$ cat src/sv/crc5pf_pkg.sv
// Package: shared types and constants of the CRC-5 packet framer.
`default_nettype none
package crc5pf_pkg;

   localparam int OP_W    = 2;
   localparam int VALUE_W = 16;
   localparam int COUNT_W = 16;
   localparam int CRC_W   = 5;
   localparam int BYTE_W  = 8;
   localparam int SLOTS   = 3;
   localparam int QDEPTH  = 4;
   localparam int QPTR_W  = $clog2(QDEPTH);

   typedef logic [OP_W-1:0] op_type;
   localparam op_type OP_BYTE  = 2'd0;
   localparam op_type OP_HALF  = 2'd1;
   localparam op_type OP_CLOSE = 2'd2;

   localparam logic [COUNT_W-1:0] MAX_PAYLOAD_RST = 16'd255;
   localparam logic [CRC_W-1:0]   CRC_INIT        = 5'h1F;
   localparam logic [CRC_W-1:0]   CRC_XOROUT      = 5'h1F;
   localparam logic [CRC_W-1:0]   CRC_POLY_REFL   = 5'h14;
   localparam logic [BYTE_W-1:0]  START_MARK      = 8'h21;
   localparam logic [BYTE_W-1:0]  END_MARK        = 8'h0A;

   // what one output byte slot carries
   typedef logic [1:0] slot_kind_type;
   localparam slot_kind_type SLOT_START = 2'd0;
   localparam slot_kind_type SLOT_DATA  = 2'd1;
   localparam slot_kind_type SLOT_CRC   = 2'd2;
   localparam slot_kind_type SLOT_END   = 2'd3;

   typedef struct packed {
      slot_kind_type     kind;
      logic [BYTE_W-1:0] data;
   } slot_type;

   // one classified transaction: n slots in use, 1..3
   typedef struct packed {
      logic [1:0]           n;
      slot_type [SLOTS-1:0] slot;
   } job_type;

endpackage
`default_nettype wire

$ cat src/sv/crc5pf_queue.sv
// Job queue: small FIFO between the front end and the back end.
`default_nettype none
module crc5pf_queue
   import crc5pf_pkg::*;
(
   input  wire logic clock,
   input  wire logic reset,
   input  wire logic push,
   input  job_type   push_job,
   input  wire logic pop,
   output logic      full,
   output logic      valid,
   output job_type   head
);

   job_type           mem_ff [QDEPTH];
   logic [QPTR_W-1:0] wr_ptr_ff, rd_ptr_ff;
   logic [QPTR_W:0]   count_ff, count_in;
   logic              do_pop;

   assign full   = count_ff == (QPTR_W+1)'(QDEPTH);
   assign valid  = count_ff != '0;
   assign head   = mem_ff[rd_ptr_ff];
   assign do_pop = pop && valid;

   always_comb begin
      count_in = count_ff;
      if (push && !do_pop) count_in = count_ff + 1'b1;
      else if (!push && do_pop) count_in = count_ff - 1'b1;
   end

   always_ff @(posedge clock) begin
      if (push) mem_ff[wr_ptr_ff] <= push_job;
   end

   always_ff @(posedge clock) begin
      if (reset) begin
         wr_ptr_ff <= '0;
         rd_ptr_ff <= '0;
         count_ff  <= '0;
      end else begin
         if (push)   wr_ptr_ff <= wr_ptr_ff + 1'b1;
         if (do_pop) rd_ptr_ff <= rd_ptr_ff + 1'b1;
         count_ff <= count_in;
      end
   end

endmodule
`default_nettype wire

$ cat config.mk
export PLATFORM = sky130hd
export DESIGN_NAME = crc5pf_queue
export DESIGN_NICKNAME = d
export VERILOG_FILES = /design/src/sv/crc5pf_pkg.sv /design/src/sv/crc5pf_queue.sv
export SDC_FILE = /design/constraint.sdc
export NUM_CORES = 1
export LEC_CHECK = 0
export ABC_CLOCK_PERIOD_IN_PS = 2800
export BUFFER_PORTS_ARGS = -buffer_cell sky130_fd_sc_hd__buf_4
export CORE_MARGIN = 2
export CORE_UTILIZATION = 35
export DETAILED_ROUTE_END_ITERATION = 8
export MAX_ROUTING_LAYER = met4
export PLACE_DENSITY = 0.62
export SETUP_SLACK_MARGIN = 0.05
export SYNTH_ARGS = -nofsm -noshare
export SYNTH_HDL_FRONTEND = slang
export SYNTH_SLANG_ARGS = --single-unit
export TNS_END_PERCENT = 50
$ cat constraint.sdc
create_clock -name clock -period 2.8 [get_ports clock]
set_input_delay 0.28 -clock clock [delete_from_list [all_inputs] [get_ports clock]]
set_output_delay 0.28 -clock clock [all_outputs]
set_load 0.1 [all_outputs]
After elaboration in Yosys (flattened, before gate mapping). Memory sizes are Yosys's and may differ from the RTL's. A register that Yosys moved wholly into a read port is not among the register bits. Cells that the tools add are included.

Add/sub/neg operators: 4. Eq/ne operators: 1. Mux-type cells: 6. Reduce and logical (&&, ||, !) cells: 7.

Operator list (number): 3-bit two-way mux (2); 2-bit by 1-bit adder with 2-bit output, second input constant (2); 2-bit two-way mux (2); 3-bit by 1-bit adder with 3-bit output, second input constant (1); 3-bit equality test, second input constant (1); 1-bit logical AND (3); 3-bit nonzero test (1); 3-bit by 1-bit subtractor with 3-bit output, second input constant (1); 1-bit zero test (2); 1-bit two-way mux (2); 2-bit nonzero test (1).

Bits in registers: 7. Bits in writable memories: 128. Input bits: 36. Memories: 1.

Memories: mem_ff (depth 4, bits a word 32, rd ports 1, clocked after memory_dff 1, write ports 1, RTL line crc5pf_queue.sv:16) `job_type mem_ff [QDEPTH];`.

Longest topological paths before layout. Gate-level depths: netlist of the first run.

Depth in word-level cells: 5. Gate-level depth with buffers: 7.

Least setup slack after synthesis of the first run. Ideal clock, no wire load.

Kind: register -> output. From: reg count_ff[2]. To: out full. Arrival: 2.599 ns. Required time: 2.520 ns. Setup slack: -0.079 ns. Cell stages (with the launch flop): 2. Cell sequence: dfxtp_1 > nor3b_1.

Cells in the longest elaborated chain, start to end: 1.

Ends and longest elaborated chain: start: declaration (RTL line crc5pf_queue.sv:18) `logic [QPTR_W:0] count_ff, count_in;`; start signal: assignment (RTL line crc5pf_queue.sv:44) `count_ff <= count_in;`; 3-bit equality test (RTL line crc5pf_queue.sv:21) `assign full = count_ff == (QPTR_W+1)'(QDEPTH);`; end: declaration (RTL line crc5pf_queue.sv:11) `output logic full,`.

Every way passes these cells.

==> results of run 1 <==
[metrics by stage]
stage	power (W)	instance area [sq um]	utilization	setup WS (ns)	hold slack, ns
floorplan	0.00471	5110	-	0.865	0.379
CTS	0.00722	6420	0.447	0.523	0.0436
finish	0.00712	6420	0.447	0.574	0.0651
global placement	0.00513	5880	0.409	0.817	0.480
global route	0.00739	6420	0.447	0.459	0.0473
detailed placement	0.00515	5880	0.409	0.726	0.487
[worst max-delay path: cells and delay by family (launching register included)]
family,cells,cell delay (ns)
multiplexers,1,0.57
buffers and inverters,2,0.61
flip-flops,1,0.32
[layout make-up]
cell class,count,area (sq um)
Timing Repair Buffer,76,621
Multi-Input combinational cell,63,987
Fill cell,1246,7950
Tap cell,184,230
Clock inverter,11,106
Sequential cell,137,4030
Inverter,3,11.3
Clock buffer,20,437
[cell usage in the layout, fill, tap and decap left out, drive strengths merged, types with 3 or more instances in the layout]
| cell type | netlist | layout |
|---|---|---|
| nor2 | 7 | 7 |
| buf | 7 | 76 |
| mux4 | 32 | 32 |
| edfxtp | 128 | 128 |
| inv | 3 | 3 |
| clkinv | 0 | 7 |
| xor2 | 4 | 4 |
| clkbuf | 1 | 20 |
| dfxtp | 9 | 9 |
| ha | 5 | 5 |
| and2 | 4 | 4 |
[registers in the layout (all words and copies together) (netlist names), named ones only]
name and count:
rd_ptr_ff 2, count_ff 3, wr_ptr_ff 2, mem_ff 128
[cells by family after synthesis]
family | after synthesis | share of synthesized area
DFF | 137 | 0.789
AOI/OAI and AO/OA | 4 | 0.00613
adders and majority gates | 6 | 0.0162
buffers and inverters | 11 | 0.0199
muxes | 34 | 0.147
and+or+nand+nor | 14 | 0.0140
xor gates and xnor gates | 5 | 0.00858
[routing by layer]
layer	vias up	track usage
li1	1055	-
met1	1184	0.150
met2	63	0.202
met3	15	0.0399
met4	0	0.0674
met5	-	-
[power breakdown]
part / internal (W) / total (W) / switching, W
logic: 0.000694 / 0.00262 / 0.00193
clock network: 0.00129 / 0.00205 / 0.000761
registers: 0.00237 / 0.00245 / 0.0000746
[synthesized netlist by cell type]
cell / n
edfxtp_1: 128
clkbuf_1: 1
nor2_1: 7
ha_1: 5
or3_1: 2
mux4_2: 30
xor2_1: 4
o31ai_2: 1
fa_1: 1
and2_1: 4
mux4_1: 2
o311ai_0: 1
buf_12: 3
nor3b_1: 1
buf_6: 1
mux2i_1: 2
a21oi_1: 1
xnor2_1: 1
dfxtp_1: 9
buf_2: 3
o21ai_0: 1
inv_1: 3
[worst max path at each step]
| stage | start | to | slack [ns] | cells past startpoint |
|---|---|---|---|---|
| after detailed placement | count_ff[1] | count_ff[2] | 0.73 | 7 |
| final | flip-flop | head[6] | 0.57 | 3 |
| after global routing | flip-flop | head[0] | 0.46 | 3 |
| after floorplan | count_ff[1] | count_ff[2] | 0.87 | 7 |
| after CTS | flip-flop | head[7] | 0.52 | 3 |
| after global placement | count_ff[1] | count_ff[2] | 0.82 | 7 |
==> run summary, run 1 <==
The number of buffers inserted by hold repair at cts came out at 0. The synthesized design contains 137 register bits. The wire length on met1 came out at 3830 um. The number of sinks handled by clock tree synthesis came out at 137. After global routing the overflow that remains totals 0. The number of failing hold endpoints at the final stage came to 0. The DRC violation total after the first TritonRoute iteration came out at 108. Counting distinct cell types in the post-synthesis netlist gives 22.

The post-route fraction of the period consumed by the critical path is 0.795. The number of global-route vias before repair is 2547. The CTS tree is yes. Setup repair after global routing left no endpoint under its margin. The detailed route wirelength on metal3 came out at 392 um. Synthesis produced a netlist with a net count of 253.

The number of nets at the end of the flow is 340. Input and output buffers added on the ports amount to 69. The critical setup path kind is reg2out. The path class of the tightest hold or removal check is in2reg. Signal routing reaches up to met4. The cell sitting at the root of the clock tree is a clkbuf_16. The sequential share of the synthesized area is 0.789.

The length of routed met2 wiring is 4580 um. The critical path arrival is 1.95 ns. The clock latency on the worst-skew pair came out at 0.41 ns. Traced cell by cell, the critical path runs through buf_4 -> mux4_2 -> buf_4. The worst reg-to-reg setup slack came out at 0.73 ns. The biggest area contributor in the post-synthesis netlist is edfxtp_1. The width of the die came out at 125 um. The placed wire-length estimate after detailed placement came out at 5670 um. The number of warning messages in the yosys log came out at 0. Measured along the y axis, the die boundary spans 125 um. The first-pass iteration count of the detailed router is 4.

The tool flagged a number of max-cap violations equal to 0. The peak supply drop came out at 0.000603 V. The fraction of layout cells with a size suffix above 1 came out at 0.448.

The final critical path time including I/O delays and setup came out at 2.23 ns. The average wire per cell in the routed design is 18.2 um. The share of synthesized area in the top cell type comes to 0.753. The data required time of the worst path is 2.52 ns. The congestion estimate from routability-driven global placement came to 0.716.

The worst register-to-register path has a depth of 7. Summed over all layers, the routed wires come to 8990 um. Dividing the synthesized area by the synthesized cell count gives 24.2 sq um. Setup violations remaining at the end of the flow were counted as 0. The flow ran to the end, and the final reports show no timing, DRC or antenna violations. The number of antenna diodes is 0. The final cell count without fillers is 494. Dividing the detail-routed via count by the number of cells gives 4.69.

The most common cell type on the critical path is buf_4. The number of setup buffers added after CTS is 0. The number of CTS-inserted buffers is 17.

In this run the cell area of the synthesized design comes to 5100 sq um. The worst-case clock buffer depth came out at 2. STA classifies the critical path startpoint as a flip-flop. For this run, the total global-route usage over all layers was measured as 0.129.

The setup skew after layout is 0.00976 ns. The worst hold path begins at push_job[28]. Synthesis produced 211 cells. The cell count after placement is 463.

The die covers 15600 sq um. The area added between synthesis and finish is 25.8%. 70 I/O pins were placed. The number of slew-limit violations in the final report is 0. The H-tree generated during clock tree synthesis spans 4 levels. The starting density of the core came out at 0.355. The cell with the largest stage delay on the worst path is mux4_2. The worst setup path is captured at a primary output. The worst-margin pin slew came out at 0.497 ns. The post-route DRC violation count came out at 0. Of all nets on the critical path, the largest fanout is 20. In this run the critical register-to-register path is launched from count_ff[1]. The endpoint of the worst hold path is mem_ff[1][28]. The relative max-transition margin came out at 0.665. The global-route wire length before repair came out at 14200 um. The post-cts repair resize count came out at 0.

The maximum single-stage delay on the critical path is 0.57 ns. The vias after detailed routing came out at 2317. Clock-pin slew was measured on the worst setup and hold paths at 0.06 ns. The worst register-to-register path ends at count_ff[2]. The power density relative to cell area is 1110 nW/um^2.

The highest clock rate came out at 449 MHz. The initial antenna violation count came out at 0. The static power due to leakage is 2.20 nW. The accumulated negative setup slack came out at 0 ns. The core outline area came out at 14400 sq um. The post-detailed-route count of antenna-violating nets came out at 0. The floorplan has 44 rows. The cell depth of the worst min-delay path came out at 1. In the post-synthesis netlist, the biggest area contributors are edfxtp_1, mux4_2, dfxtp_1. The largest net degree at the start of global routing came out at 21.
(Power assumes the default switching activity.)
==> run 2: changes to the inputs <==
--- a/config.mk
+++ b/config.mk
@@ -5,13 +5,13 @@
 export SDC_FILE = /design/constraint.sdc
 export NUM_CORES = 1
 export LEC_CHECK = 0
-export ABC_CLOCK_PERIOD_IN_PS = 2800
+export ABC_CLOCK_PERIOD_IN_PS = 2029
 export BUFFER_PORTS_ARGS = -buffer_cell sky130_fd_sc_hd__buf_4
 export CORE_MARGIN = 2
 export CORE_UTILIZATION = 35
 export DETAILED_ROUTE_END_ITERATION = 8
 export MAX_ROUTING_LAYER = met4
-export PLACE_DENSITY = 0.62
+export PLACE_DENSITY = 0.64
 export SETUP_SLACK_MARGIN = 0.05
 export SYNTH_ARGS = -nofsm -noshare
 export SYNTH_HDL_FRONTEND = slang
==> constraint.sdc (replaced) <==
create_clock -name clock -period 2.03 [get_ports clock]
set_input_delay 0.203 -clock clock [delete_from_list [all_inputs] [get_ports clock]]
set_output_delay 0.203 -clock clock [all_outputs]
set_load 0.1 [all_outputs]
==> run 2 against run 1 <==
Compared with the run above: clock skew fell by 0.0014 ns; setup slack got worse by 0.52 ns; non-clock buffer count rose by 39; sequential share of layout area fell by 6.2 points; die area did not move; count of clock-buffer cells in the layout fell by 1; first-iteration DRC count rose by 39%; global-route usage fell by 0.11 points; routed wire length rose by 2.8%; critical endpoint unchanged.
==> run summary, run 2 (synthesis gave the netlist of run 1 again) <==
Outcome: completed (unchanged). The vias after detailed routing is 2486 (was 2317). The register with the highest flop count is mem_ff (unchanged). The number of global-route vias before repair came out at 2656 (was 2547). The highest clock rate is 507 MHz. The starting density of the core is 0.355 (unchanged). The first-pass iteration count of the detailed router came out at 4 (unchanged). The maximum single-stage delay on the critical path came out at 0.55 ns (was 0.57 ns). The peak supply drop is 0.000953 V (was 0.000603 V).

The clock latency on the worst-skew pair is 0.42 ns (was 0.41 ns). The clock root buffer master is clkbuf_16 (unchanged). The worst-case clock buffer depth came out at 2 (unchanged). The flip-flop count of the largest register, all copies and words added is 128 (unchanged). The worst reg-to-reg setup slack came out at 0.08 ns (was 0.73 ns). The cell with the largest stage delay on the worst path was mux4_2 (unchanged). The sort of element at the end of the critical path was a primary output (unchanged). The number of failing hold endpoints at the final stage was 0 (unchanged). The cell area reported after detailed placement is 5930 sq um (was 5880 sq um).

The clock-pin slew of the registers on the worst-case setup and hold paths came out at 0.05 ns (was 0.06 ns). The global-route wire length before repair is 14100 um (was 14200 um). Most frequent cells in the layout: edfxtp_1, buf_4, dlygate4sd3_1, mux4_2, buf_12 (was edfxtp_1, buf_4, mux4_2, clkbuf_16). The static power due to leakage came out at 2.48 nW (was 2.20 nW). The number of primary I/O pins came to 70 (unchanged). The critical setup path kind is reg2out (unchanged).

The H-tree depth is 4 (unchanged). The average wire per cell in the routed design was 17.3 um (was 18.2 um). The number of antenna diodes came out at 0 (unchanged). The post-detailed-route via-to-cell ratio came out at 4.66 (was 4.69). The data required time of the worst path is 1.83 ns (was 2.52 ns). The finished layout cell area is 7130 sq um (was 6420 sq um). The total detailed-routing wirelength is 9240 um (was 8990 um). The setup skew after layout came to 0.00839 ns (was 0.00976 ns). The width of the die was 125 um (unchanged). The relative max-transition margin is 0.715 (was 0.665).

The cell depth of the worst min-delay path is 3 (was 1). The post-detailed-route count of antenna-violating nets is 0 (unchanged). The final cell count without fillers came out at 534 (was 494).

The fraction of layout cells with a size suffix above 1 was 0.417 (was 0.448). The number of slew-limit violations in the final report is 0 (unchanged). The total routing usage reported by global routing is 0.128 (was 0.129). The type of origin of the critical path is a flip-flop (unchanged). The most common cell after layout, fill and taps aside is edfxtp_1 (unchanged).

The number of port buffers came out at 69 (unchanged). The final RePlAce weighted congestion came out at 0.704 (was 0.716). The cell count after placement is 468 (was 463). The placed wire-length estimate after detailed placement came out at 5400 um (was 5670 um). Ordered list of cells on the worst path: clkbuf_16 -> mux4_2 -> buf_12 (was buf_4 -> mux4_2 -> buf_4). The biggest fanout along the worst timing path was 10 (was 20). The number of setup violations in the final report came to 0 (unchanged). The number of sinks handled by clock tree synthesis is 137 (unchanged). The initial antenna violation count came out at 0 (unchanged). The worst reg2reg path depth was 7 (unchanged). The largest net degree at the start of global routing is 33 (was 21).

The post-route DRC violation count came out at 0 (unchanged). The area added between synthesis and finish came out at 39.7% (was 25.8%). The count of max-cap constraint violations came to 0 (unchanged). The power density relative to cell area came out at 1490 nW/um^2 (was 1110 nW/um^2). The chip height is 125 um (unchanged). The total congestion overflow after global routing came to 0 (unchanged). Largest registers: mem_ff (128), count_ff (3) (unchanged). The CTS tree is yes (unchanged). The number of CTS-inserted buffers is 17 (unchanged). The worst-margin pin slew came out at 0.422 ns (was 0.497 ns).

The number of nets at the end of the flow was 379 (was 340). The core outline area is 14400 sq um (unchanged). The DRC violation total after the first TritonRoute iteration came out at 150 (was 108). The area of the die is 15600 sq um (unchanged). Setup repair after global routing missed its margin: yes (was no).

The path category of the worst min-delay check was in2reg (unchanged). The final critical path time including I/O delays and setup is 1.97 ns. The number of placement rows is 44 (unchanged). The post-route fraction of the period consumed by the critical path came out at 0.972.

The critical path arrival was 1.77 ns (was 1.95 ns).
==> run 2: cell count changes in the layout (fill, tap and decap cells not counted), moves of 3 or more <==
cell / before / now
dlygate4sd3_1: 0 / 33
buf_12: 4 / 25
buf_6: 0 / 10
buf_4: 72 / 45
clkinv_1: 3 / 6
==> run 2: timing repair <==
| item | CTS | global route |
|---|---|---|
| resized for setup | 63 | 13 |
| pin swaps | 1 | 0 |
| endpoints found under the hold margin | 132 | 0 |
| buffers inserted | 0 | 0 |
| setup endpoints to repair | 33 | 33 |
| cloned | 0 | 1 |
| hold buffers | 33 | 0 |
==> run 2: critical path: cells and delay by family (launching register included) <==
family | cells | cell delay, ns
mux | 1 | 0.55
flops | 1 | 0.40
buf+inv | 2 | 0.39
==> run 2: power breakdown <==
group          total [W]  leakage, nW  switching, W  internal, W
registers        0.00337         1.25     0.0000885      0.00328
logic            0.00444        0.967       0.00285      0.00159
clock network    0.00282        0.265       0.00106      0.00177
total             0.0106         2.48       0.00399      0.00663
==> run 2: final timing paths <==
kind | startpoint | to
setup / recovery | flip-flop | head[6]
hold / removal | push | wr_ptr_ff[0]
setup reg to reg | count_ff[1] | count_ff[2]
hold reg to reg | rd_ptr_ff[0] | flip-flop
==> run 2: through the flow <==
| stage | power [W] | util | hold slack [ns] | setup TNS [ns] | worst slack [ns] |
|---|---|---|---|---|---|
| floorplan | 0.00649 | - | 0.302 | 0 | 0.0952 |
| global placement | 0.00713 | 0.412 | 0.403 | 0 | 0.159 |
| detailed placement | 0.00716 | 0.412 | 0.406 | 0 | 0.0488 |
| CTS | 0.0106 | 0.491 | 0.0747 | -0.0416 | -0.0145 |
| global route | 0.0110 | 0.496 | 0.0949 | -0.00213 | -0.00147 |
| finish | 0.0106 | 0.496 | 0.0955 | 0 | 0.0559 |
==> run 2: final cells by class <==
type                    instances  area (sq um)
well taps                     184           230
clock buffers                  19           433
inverters                       3          11.3
repair buffers                115          1320
clock inverters                13           110
multi-input cells              63           995
fillers                      1159          7240
flip-flops and latches        137          4030
==> run 2: layer usage <==
layer  vias up  global-route usage  share of wire
met3        10              0.0451          0.042
met4         0              0.0496          0.014
met1      1281               0.146           0.44
met2        64               0.207           0.51
met5         -                   -              0
li1       1131                   -              -
==> run 3: changes to the inputs <==
--- a/config.mk
+++ b/config.mk
@@ -8,10 +8,10 @@
 export ABC_CLOCK_PERIOD_IN_PS = 2029
 export BUFFER_PORTS_ARGS = -buffer_cell sky130_fd_sc_hd__buf_4
 export CORE_MARGIN = 2
-export CORE_UTILIZATION = 35
+export CORE_UTILIZATION = 51
 export DETAILED_ROUTE_END_ITERATION = 8
 export MAX_ROUTING_LAYER = met4
-export PLACE_DENSITY = 0.64
+export PLACE_DENSITY = 0.75
 export SETUP_SLACK_MARGIN = 0.05
 export SYNTH_ARGS = -nofsm -noshare
 export SYNTH_HDL_FRONTEND = slang
==> run 3 against run 2 <==
Compared with the run above: the flow now finishes with violations (setup timing); fmax fell by 3.4%; non-clock buffer count rose by 3; global-route usage rose by 5.8 points; sequential share of layout area rose by 2.1 points; total power fell by 3.8%; register-to-register slack barely moved; final area fell by 3.6%; routed wire length fell by 1.9%; clock power fell by 2%; count of clock-buffer cells in the layout did not move.
==> run summary, run 3 (synthesis gave the netlist of run 1 again) <==
The type of origin of the critical path is a flip-flop (unchanged). The initial antenna violation count came out at 0 (unchanged). The global-route wire length before repair came out at 14300 um (was 14100 um). The worst reg2reg path depth was 7 (unchanged). The total congestion overflow after global routing came out at 0 (unchanged). Most frequent cells in the layout: edfxtp_1, buf_4, buf_6, dlygate4sd3_1, mux4_2 (was edfxtp_1, buf_4, dlygate4sd3_1, mux4_2, buf_12). The largest net degree at the start of global routing came out at 33 (unchanged). The share of power burned in combinational logic is 0.397 (was 0.417). The power density relative to cell area came out at 1490 nW/um^2 (about the same).

Setup repair after global routing missed its margin: yes (unchanged). The fraction of layout cells with a size suffix above 1 is 0.436 (was 0.417). The post-route DRC violation count came out at 0 (unchanged).

The post-placement setup slack is 0.0658 ns (was 0.0488 ns). The clock network power share is 0.270 (was 0.266). The cell depth of the worst min-delay path is 5 (was 3). Ordered list of cells on the worst path: buf_4 -> mux4_2 -> buf_8 (was clkbuf_16 -> mux4_2 -> buf_12). The capture instance of the worst register-to-register path is count_ff[2] (unchanged). The number of setup violations in the final report is 10 (was 0). The switching power of the nets was 0.00400 W (was 0.00399 W). The number of primary I/O pins is 70 (unchanged). The biggest fanout along the worst timing path came out at 7 (was 10). The buffering stage count on the worst path with inverters included came to 2 (unchanged).

The number of antenna diodes is 0 (unchanged). The vias after detailed routing is 2515 (was 2486). The area added between synthesis and finish came out at 34.7% (was 39.7%).

The first-pass iteration count of the detailed router is 4 (unchanged). The total detailed-routing wirelength is 9070 um (was 9240 um). The fill cell instance count of the final layout came out at 627 (was 1159).

The number of nets at the end of the flow came to 382 (was 379). The chip height came out at 104 um (was 125 um). The count of max-cap constraint violations is 0 (unchanged). The width of the die came to 104 um (was 125 um). The worst-case setup margin in the final layout is -0.0131 ns (was 0.0559 ns). The data required time of the worst path came to 1.83 ns (about the same). The worst hold path startpoint is pop (was push).

The register with the highest flop count was mem_ff (unchanged). The worst hold slack across all endpoints came out at 0.150 ns (was 0.0955 ns). The starting density of the core came out at 0.524 (was 0.355). The worst-margin pin slew is 0.887 ns (was 0.422 ns). The number of global-route vias before repair came out at 2766 (was 2656). The worst reg-to-reg setup slack is 0.08 ns (about the same). The cell with the largest stage delay on the worst path is mux4_2 (unchanged). The clock root buffer master is clkbuf_8 (was clkbuf_16). The number of slew-limit violations in the final report was 0 (unchanged). The peak supply drop is 0.00121 V (was 0.000953 V). The final critical path time including I/O delays and setup came out at 2.04 ns (was 1.97 ns). The core outline area is 9730 sq um (was 14400 sq um). The post-route fraction of the period consumed by the critical path was 1.01 (was 0.972). The core utilization of the finished layout was 0.706 (was 0.496). The beginning of the worst register-to-register path is count_ff[1] (unchanged).

The number of CTS-inserted buffers is 17 (unchanged). The number of placement rows is 36 (was 44). The CTS tree is yes (unchanged).

The post-detailed-route count of antenna-violating nets is 0 (unchanged). The sequential cell fraction of total power came to 0.332 (was 0.317). The relative max-transition margin was 0.409 (was 0.715). The highest clock rate came out at 489 MHz (was 507 MHz). The placed wire-length estimate after detailed placement came out at 5330 um (was 5400 um). The most common cell after layout, fill and taps aside is edfxtp_1 (unchanged).

The total area of multi-input combinational cells came to 991 sq um (was 995 sq um). The number of sinks handled by clock tree synthesis is 137 (unchanged). The final reports fail on setup timing. The path category of the worst min-delay check was in2reg (unchanged). The clock-pin slew of the registers on the worst-case setup and hold paths is 0.06 ns (was 0.05 ns). Outcome: finished, violations left (was completed). The maximum single-stage delay on the critical path came out at 0.54 ns (was 0.55 ns). The area of the die is 10800 sq um (was 15600 sq um). The switching power as a share of total power came out at 0.391 (was 0.376). The total routing usage reported by global routing came to 0.186 (was 0.128). The H-tree depth came out at 4 (unchanged). The critical path arrival was 1.84 ns (was 1.77 ns). The DRC violation total after the first TritonRoute iteration is 107 (was 150). The internal power component came to 0.00622 W (was 0.00663 W).

The sequential standard cell area came to 4030 sq um (about the same). The clock latency on the worst-skew pair was 0.51 ns (was 0.42 ns). The critical setup path kind is reg2out (unchanged). The kind of cell adding the most delay to the critical path was multiplexers (unchanged). Largest registers: mem_ff (128), count_ff (3) (unchanged).

The static power due to leakage is 2.41 nW (was 2.48 nW). The final RePlAce weighted congestion was 0.674 (was 0.704). The post-detailed-route via-to-cell ratio is 5.17 (was 4.66). The worst-case clock buffer depth came out at 2 (unchanged).

The setup skew after layout is 0.00613 ns (was 0.00839 ns). The flip-flop count of the largest register, all copies and words added is 128 (unchanged). The average wire per cell in the routed design came out at 18.7 um (was 17.3 um). The number of failing hold endpoints at the final stage came out at 0 (unchanged). The sort of element at the end of the critical path is a primary output (unchanged). The number of port buffers is 69 (unchanged).
## run 3: changes by cell type in the layout (fill, tap and decap cells not counted), moves of 2 or more
cell and change:
clkinv_1 -5, clkbuf_16 -2, clkinvlp_4 +3, clkinv_2 -3, inv_6 +4, clkinv_4 +2, buf_6 +25, buf_12 -24
## run 3: repair_timing
action,4_1_cts,5_1_grt
gates resized for setup,42,3
pin swaps,0,1
hold buffers,34,0
endpoints found under the hold margin,137,0
setup endpoints to repair,32,33
buffers inserted,1,1
## run 3: power groups by stage
stage | Combinational (W) | Sequential (W) | Clock, W
2_1_floorplan | 0.00310 | 0.00339 | 0
3_3_place_gp | 0.00368 | 0.00344 | 0
3_5_place_dp | 0.00370 | 0.00345 | 0
4_1_cts | 0.00405 | 0.00339 | 0.00281
5_1_grt | 0.00420 | 0.00341 | 0.00295
6_report | 0.00406 | 0.00339 | 0.00276
## run 3: cell type report
class	count	share of cell area
clock buffer	19	0.0614
multi-input combinational	63	0.144
sequential	137	0.587
timing repair buffer	118	0.164
inverter	3	0.00164
tap	133	0.0242
clock inverter	13	0.0177
## run 3: metrics by stage
stage	area, sq um	power, W	std cells	setup TNS (ns)
floorplan	5110	0.00649	211	0
global placement	5820	0.00712	418	0
detailed placement	5820	0.00715	418	0
CTS	6850	0.0103	485	-1.28
global route	6870	0.0106	486	-2.21
finish	6870	0.0102	486	-0.0556
## run 3: how the worst max path moves through the flow
stage	startpoint	to	slack, ns	cells past startpoint
global route	flip-flop	head[6]	-0.09	3
detailed placement	count_ff[1]	count_ff[2]	0.07	7
floorplan	count_ff[1]	count_ff[2]	0.1	7
CTS	flip-flop	head[20]	-0.06	3
global placement	count_ff[1]	count_ff[2]	0.17	7
finish	flip-flop	head[27]	-0.01	3
## run 3: worst reg2reg max path, stage by stage, from the launching register on
cell and delay (ns):
dfxtp_1 0.33, o31ai_4 0.26, ha_2 0.22, inv_1 0.05
fa_1 0.38, xor2_1 0.18, or3_1 0.30, a21oi_1 0.15
## run 3: layer usage
metal | share of wire | vias up | global-route usage | wire (um)
met2 | 0.53 | 78 | 0.294 | 4770
li1 | - | 1142 | - | -
met1 | 0.41 | 1283 | 0.223 | 3720
met4 | 0.017 | 0 | 0.0763 | 150
met5 | 0 | - | - | 0
met3 | 0.047 | 12 | 0.0614 | 422
